--- src/design/sem_pkg.sv ---
`timescale 1ns / 1ps
`default_nettype none
// ----------------------------------------------------------------------------
// Sobel edge magnitude package
// Shared types and constants for the controller and the datapath.
// ----------------------------------------------------------------------------
package sem_pkg;

    localparam logic [0:0] REG_IMAGE_WIDTH  = 1'd0;
    localparam logic [0:0] REG_IMAGE_HEIGHT = 1'd1;

    localparam int CFG_WIDTH = 12;

    localparam logic [8:0]  GRAY_RED   = 9'd300;
    localparam logic [9:0]  GRAY_GREEN = 10'd590;
    localparam logic [6:0]  GRAY_BLUE  = 7'd110;
    // Exact reciprocal of 1000 for an 18-bit numerator: floor(x * M / 2^28).
    localparam logic [18:0] DIV_MAGIC  = 19'd268436;
    localparam int          DIV_SHIFT  = 28;

    localparam logic [11:0] WIDTH_RESET  = 12'd640;
    localparam logic [11:0] HEIGHT_RESET = 12'd480;
    localparam logic [11:0] DIM_MIN      = 12'd3;

    localparam logic [2:0] ROOT_LAST = 3'd7;

    typedef struct packed {
        logic       load;
        logic       gray_mul;
        logic       shift;
        logic       square;
        logic       root_step;
        logic [2:0] root_index;
        logic       out_load;
    } cmd_t;

    typedef struct packed {
        logic emit;
        logic out_full;
    } status_t;

endpackage
`default_nettype wire

--- src/design/sem_ctrl.sv ---
`timescale 1ns / 1ps
`default_nettype none
// ----------------------------------------------------------------------------
// Sobel edge magnitude controller
// Sequences one pixel through gray conversion, window update and square root.
// ----------------------------------------------------------------------------
module sem_ctrl (
    input  wire logic            aclk,
    input  wire logic            aresetn,
    input  wire logic            in_valid,
    output logic                 in_ready,
    input  wire sem_pkg::status_t status,
    output sem_pkg::cmd_t        cmd
);

    localparam logic [2:0] ST_IDLE  = 3'd0;
    localparam logic [2:0] ST_PROD  = 3'd1;
    localparam logic [2:0] ST_SHIFT = 3'd2;
    localparam logic [2:0] ST_SQ    = 3'd3;
    localparam logic [2:0] ST_ROOT  = 3'd4;
    localparam logic [2:0] ST_EMIT  = 3'd5;

    logic [2:0] state_reg, state_next;
    logic [2:0] step_reg, step_next;

    always_ff @(posedge aclk) begin
        if (!aresetn) begin
            state_reg <= ST_IDLE;
            step_reg  <= 3'd0;
        end else begin
            state_reg <= state_next;
            step_reg  <= step_next;
        end
    end

    always_comb begin
        state_next     = state_reg;
        step_next      = step_reg;
        in_ready       = 1'b0;
        cmd            = '0;
        cmd.root_index = step_reg;
        case (state_reg)
            ST_IDLE: begin
                in_ready = 1'b1;
                if (in_valid) begin
                    cmd.load   = 1'b1;
                    state_next = ST_PROD;
                end
            end
            ST_PROD: begin
                cmd.gray_mul = 1'b1;
                state_next   = ST_SHIFT;
            end
            ST_SHIFT: begin
                cmd.shift  = 1'b1;
                state_next = ST_SQ;
            end
            ST_SQ: begin
                cmd.square = 1'b1;
                step_next  = 3'd0;
                state_next = ST_ROOT;
            end
            ST_ROOT: begin
                cmd.root_step = 1'b1;
                step_next     = step_reg + 3'd1;
                if (step_reg == sem_pkg::ROOT_LAST) begin
                    state_next = ST_EMIT;
                end
            end
            ST_EMIT: begin
                if (!status.emit) begin
                    state_next = ST_IDLE;
                end else if (!status.out_full) begin
                    cmd.out_load = 1'b1;
                    state_next   = ST_IDLE;
                end
            end
            default: begin
                state_next = ST_IDLE;
            end
        endcase
    end

endmodule
`default_nettype wire

--- config.mk ---
export PLATFORM = sky130hd
export DESIGN_NAME = sem_ctrl
export DESIGN_NICKNAME = d
export VERILOG_FILES = /design/src/design/sem_pkg.sv /design/src/design/sem_ctrl.sv
export SDC_FILE = /design/constraint.sdc
export NUM_CORES = 1
export LEC_CHECK = 0
export BUFFER_PORTS_ARGS = -buffer_cell sky130_fd_sc_hd__buf_2
export CORE_AREA = 2 2 39 41
export DETAILED_ROUTE_END_ITERATION = 10
export DIE_AREA = 0 0 41 43
export PLACE_DENSITY = 0.61
export SETUP_SLACK_MARGIN = 0.1
export SLEW_MARGIN = 20
export SYNTH_ARGS = -nofsm -noshare
export SYNTH_HDL_FRONTEND = slang
export SYNTH_SLANG_ARGS = --single-unit
--- constraint.sdc ---
create_clock -name aclk -period 3.2 [get_ports aclk]
set_input_delay 0.64 -clock aclk [delete_from_list [all_inputs] [get_ports aclk]]
set_output_delay 0.64 -clock aclk [all_outputs]
set_load 0.01 [all_outputs]
==> out/results.ini, run 1 <==
[outcome]
run_status = completed

[pwr]
power.leakage_nw = 0.220
cellPowerDensity_nw_per_um2 = 434
vdd_drop_max_mv = 0.0933

[synth]
synth.area.mux_share_pct = 2.79
synth_cell_types = 19
proportion_of_synthesized_chip_area_in_sequential_cells_pct = 33.4
synth_compound_gate_area_share_pct = 17.1
fraction_of_the_mapped_netlist_area_in_adder_cells_pct = 6.97
async_flop_share_pct = 0
syn_area_um2 = 359
yosys_most_used_dff = dfxtp_1
count_of_flip_flops_with_a_built_in_enable_after_synthesis = 0
syn-num-nets = 51
synthCells = 44
yosys_register_bits = 6
ys_warn_count = 0
synth_top_family_by_area = simple AND/OR/NAND/NOR gates
post_synth.cell_area_avg_um2 = 8.16
simple_gate_portion_of_the_synthesized_area_pct = 35.2
post_synth_xor_area_fraction_pct = 0

[sta]
final_hold_viol_count = 0
setup_violations = 0
final_min_period_over_clock_period_pct = 61.2
least_margin_pin_slew_ps = 419
max_freq_mhz = 511
timing.setup.tns_ps = 0
rsz0062_at_grt = no
clock-skew-final_ps = 1.79
max-slew-margin-rel_pct = 72.0
layout_min_cycle_time_ps = 1960
final.setup.worst_slack_ps = 1240
final-max-slew-violation-count = 0

[job]
cap_viol_max_count = 0

[hold_path]
worst_hold_path.endpoint = step_reg[2]$_SDFFE_PN0P_
hp-start = step_reg[2]$_SDFFE_PN0P_
holdCritPathClass = reg2reg
hold_depth = 2

[clocking]
hold_buffers = 0
cts-htree-levels = 1
clockBufferDepth = 2
clock_latency_ps = 240
post-cts-setup-buffer-count = 0
clkTransAtPathRegs_ps = 50
tritoncts = built
cts_resized = 0
cts-buffers-inserted = 3
cts-root-buf = clkbuf_4
clkSinkCount = 6

[die]
initial_core_util_pct = 25.9
fp.dieArea_um2 = 1760
site_row_count = 14
num_io_pins = 15
chipWidth_um = 41
fp.dieH_um = 43
core-area_um2 = 1380

[critical_path]
critical_path_peak_fanout = 11
endpoint_kind = primary output
timing_worst_setup_path_type = reg2out
cp-start-kind = flop
crit-reg2reg-capture = state_reg[0]$_SDFFE_PN0P_
worstPathRequired_ps = 2560
critical_path_arrival_ps = 1320
worst-r2r-setup-slack_ps = 1850
reg2reg_depth = 5
r2r-start = step_reg[0]$_SDFFE_PN0P_

[cells_and_area]
areaGrowthSynthToFinish_pct = 27.9
share_of_final_layout_standard_cells_stronger_than_drive_strength_1_pct = 35.6
nFillCells = 158
most-common-layout-cells = buf_2, nor3_1, nor2_1, dfxtp_1
antenna_cells = 0
final_common_cell = buf_2
finish.net_count = 68

[route]
drt_first_pass_iters = 1
antenna_left = 0
detail_route.wirelength_um = 810
routed-via-count = 358
route.detailed.vias_per_inst = 4.77
routed_wire_length_per_instance_um = 10.8
drc_errors = 0
first_iter_violations = 0

[global_route]
grt_util_all_layers_pct = 10.7
grt_pass1_wl_mm = 1.26
grt_pass1_vias = 301
maximum_number_of_pins_on_one_net_before_global_route_repair = 12
grt_antenna_before_repair = 0
overflow = 0

[place]
pre_cts_ws_ps = 1480
gp_routability_congestion = 0.680
numPortBuffers = 14
post-dp-hpwl_um = 612

## stage by stage
stage                     area [um^2]  utilization [%]  total power [mW]  instances  hold WS [ps]
after floorplan                   359                -             0.115         44           567
after global placement            437             31.6             0.128         72           546
after detailed placement          437             31.6             0.129         72           561
after CTS                         459             33.2             0.203         75           562
after global routing              459             33.2             0.213         75           591
final                             459             33.2             0.199         75           557
## how the worst max path moves through the flow
stage	startpoint	to	slack, ps
after floorplan	state_reg[2]$_SDFFE_PN0P_	cmd[8]	1520
after global placement	status[1]	cmd[0]	1500
after detailed placement	status[1]	cmd[0]	1480
after CTS	state_reg[2]$_SDFFE_PN0P_	cmd[0]	1230
after global routing	state_reg[0]$_SDFFE_PN0P_	cmd[5]	1110
final	state_reg[2]$_SDFFE_PN0P_	cmd[0]	1240
## per-layer routing
metal | vias to the layer above | track usage (%) | part of all wire [%]
li1 | 187 | - | -
met1 | 161 | 13.1 | 47
met3 | 2 | 1.57 | 5.1
met2 | 8 | 15.0 | 47
met4 | 0 | 10.0 | 1.2
met5 | - | 0 | 0
## Yosys cell counts, types with 2 or more instances
library cell,n,share of area (%)
nand2_1,4,4.2
nor2_1,6,6.3
o21ai_0,2,2.8
nor3_1,8,11
dfxtp_1,6,33
ha_1,2,7.0
a21oi_1,4,5.6
## critical path, cell delays in order, from the launching register on
cell,delay (ps)
dfxtp_1,570
nand2b_2,170
nor3_1,180
buf_2,150
## kinds of logic after synthesis
family          Yosys count
buf+inv                   3
fa+ha+maj                 2
mux                       1
compound gates            9
simple gates             23
flops                     6
## area by class of cell
class	instances	area (um^2)	area share (%)
Multi-Input combinational cell	35	223	48.5
Timing Repair Buffer	14	70.1	15.3
Sequential cell	6	120	26.2
Clock buffer	3	22.5	4.90
Tap cell	16	20.0	4.36
Inverter	1	3.75	0.817
## where the power goes
part           total, mW  leakage [nW]  internal (mW)  switching, mW
Combinational     0.0391         0.158         0.0196         0.0195
Sequential        0.0879        0.0488         0.0789        0.00907
Clock             0.0721        0.0138         0.0426         0.0295
Power figures use the tool's default switching activity.
==> inputs of run 2 (changes only) <==
Settings changed: PLACE_DENSITY 0.61 to 0.63.
Clock period 3.2 ns to 1.8 ns, I/O delays scaled along.
==> run 2 against run 1 <==
Final area up 0.55%. Register-to-register slack worse by 1500 ps. Clock power up 79%. Sequential share of layout area up 0.40 points. Worst hold slack worse by 190 ps. Final cell count unchanged. Flip-flop and latch count unchanged. First-iteration DRC count up 9. Count of clock-buffer cells in the layout unchanged.
==> out/results.ini, run 2 (synthesized netlist as in run 1, its figures left out) <==
[sta]
rsz0062_at_grt = no
layout_min_cycle_time_ps = 1540
final-max-slew-violation-count = 0  ; unchanged
max_freq_mhz = 647
timing.setup.tns_ps = 0  ; unchanged
least_margin_pin_slew_ps = 291  ; -128 ps
final_hold_viol_count = 0  ; unchanged
setup_violations = 0  ; unchanged
final.setup.worst_slack_ps = 255  ; -987 ps
max-slew-margin-rel_pct = 80.6  ; +8.5 points
clock-skew-final_ps = 2.45  ; +0.658 ps
final_min_period_over_clock_period_pct = 85.8

[critical_path]
cp_cell_sequence = nand2b_2 > nor3_1 > buf_2
worstPathRequired_ps = 1440  ; -1120 ps
cp-start-kind = flop
worst_path_dominant_cell_family = simple AND/OR/NAND/NOR gates
slowest_cell_on_crit_path = dfxtp_1
critical_path_peak_fanout = 8  ; -3
critical-path-max-stage-delay_ps = 370  ; -200 ps
critical_path_arrival_ps = 1180  ; -140 ps
timing_worst_setup_path_type = reg2out
endpoint_kind = primary output
buffers_plus_inverters_on_the_worst_setup_path = 1  ; unchanged

[route]
route.detailed.vias_per_inst = 4.77  ; unchanged
first_iter_violations = 9  ; +9
routed_wire_length_per_instance_um = 11.3  ; +5.1%
antenna_left = 0  ; unchanged
detail_route.wirelength_um = 851  ; +5.1%
routed-via-count = 358  ; unchanged
drt_first_pass_iters = 4  ; +3
drc_errors = 0  ; unchanged

[cells_and_area]
areaGrowthSynthToFinish_pct = 28.6
most-common-layout-cells = buf_2, nor3_1, nor2_1
finish.net_count = 68  ; unchanged
nFillCells = 157  ; -0.63%
antenna_cells = 0  ; unchanged
share_of_final_layout_standard_cells_stronger_than_drive_strength_1_pct = 39.0  ; +3.4 points
final_common_cell = buf_2
final_core_util_pct = 33.4  ; +0.18 points

[place]
pre_cts_ws_ps = 401  ; -1080 ps
numPortBuffers = 14  ; unchanged
post-dp-hpwl_um = 648  ; +6.0%
gp_routability_congestion = 0.773  ; +14%

[die]
fp.dieArea_um2 = 1760  ; unchanged
chipWidth_um = 41  ; unchanged
initial_core_util_pct = 25.9  ; unchanged
fp.dieH_um = 43  ; unchanged
core-area_um2 = 1380  ; unchanged
site_row_count = 14  ; unchanged
num_io_pins = 15  ; unchanged

[global_route]
overflow = 0  ; unchanged
m2_gr_usage_pct = 15.9  ; +0.94 points
grt_antenna_before_repair = 0  ; unchanged
grt_util_met1_pct = 14.2  ; +1.1 points
grt_util_all_layers_pct = 12.0  ; +1.2 points
maximum_number_of_pins_on_one_net_before_global_route_repair = 12  ; unchanged
grt_pass1_vias = 311  ; +3.3%
grtUsageMet3_pct = 3.14  ; +1.6 points
top_usage_layer = met2
grt_pass1_wl_mm = 1.35  ; +7.2%

[pwr]
power_switching_share_pct = 29.4  ; +0.26 points
post-layout-total-power_mw = 0.357  ; +79%
power.net_switching_mw = 0.105  ; +81%
power.share.combinational_pct = 19.8  ; +0.2 points
vdd_drop_max_mv = 0.252  ; +170%
clkPwrFrac_pct = 36.1  ; about the same
cellPowerDensity_nw_per_um2 = 773  ; +78%
pwr-share-seq_pct = 44.1  ; about the same
power.leakage_nw = 0.221  ; +0.36%
cell_internal_pwr_mw = 0.252  ; +79%

[clocking]
clock_latency_ps = 250  ; about the same
clkSinkCount = 6  ; unchanged
cts-htree-levels = 1  ; unchanged
tritoncts = built
post-cts-setup-buffer-count = 0  ; unchanged
clockBufferDepth = 2  ; unchanged
clkTransAtPathRegs_ps = 50  ; about the same
cts-root-buf = clkbuf_4
cts-buffers-inserted = 3  ; unchanged

[job]
cap_viol_max_count = 0  ; unchanged

[hold_path]
holdCritPathClass = in2reg

[outcome]
run_status = completed

run 2: path summary, 6_finish.rpt:
path | startpoint | endpoint | slack (ps) | cells after the start
worst max register to register | step_reg[0]$_SDFFE_PN0P_ | state_reg[0]$_SDFFE_PN0P_ | 390 | 5
worst min register to register | step_reg[2]$_SDFFE_PN0P_ | step_reg[2]$_SDFFE_PN0P_ | 560 | 2
worst min-delay path | status[0] | state_reg[0]$_SDFFE_PN0P_ | 370 | 2
worst max-delay path | state_reg[1]$_SDFFE_PN0P_ | cmd[0] | 260 | 3
run 2: power groups by stage:
stage	Clock (mW)	Sequential [mW]	Combinational, mW
3_5_place_dp	0	0.159	0.0709
5_1_grt	0.146	0.159	0.0794
4_1_cts	0.136	0.156	0.0712
2_1_floorplan	0	0.149	0.0560
6_report	0.129	0.157	0.0706
3_3_place_gp	0	0.158	0.0702
run 2: what timing repair did:
item / in CTS / in global routing
setup endpoints to repair: 0 / 5
gates resized for setup: 0 / 2
hold buffers: 0 / 0
run 2: stage by stage:
step / instances / instance area [um^2] / hold WS [ps]
after floorplan: 44 / 359 / 478
final: 75 / 462 / 371
after global routing: 75 / 462 / 361
after CTS: 75 / 459 / 362
after detailed placement: 72 / 437 / 560
after global placement: 72 / 437 / 559
run 2: final cells by class:
type	count	area, um^2	share of cell area (%)
multi-input cells	35	223	48.2
flip-flops and latches	6	123	26.6
repair buffers	14	70.1	15.2
clock buffers	3	22.5	4.88
well taps	16	20.0	4.34
inverters	1	3.75	0.813
run 2: per-layer routing:
metal | wire length (um) | part of all wire (%) | vias to the layer above
li1 | - | - | 185
met1 | 351 | 41 | 151
met2 | 396 | 47 | 17
met3 | 62 | 7.3 | 5
met4 | 41 | 4.8 | 0
met5 | 0 | 0 | -
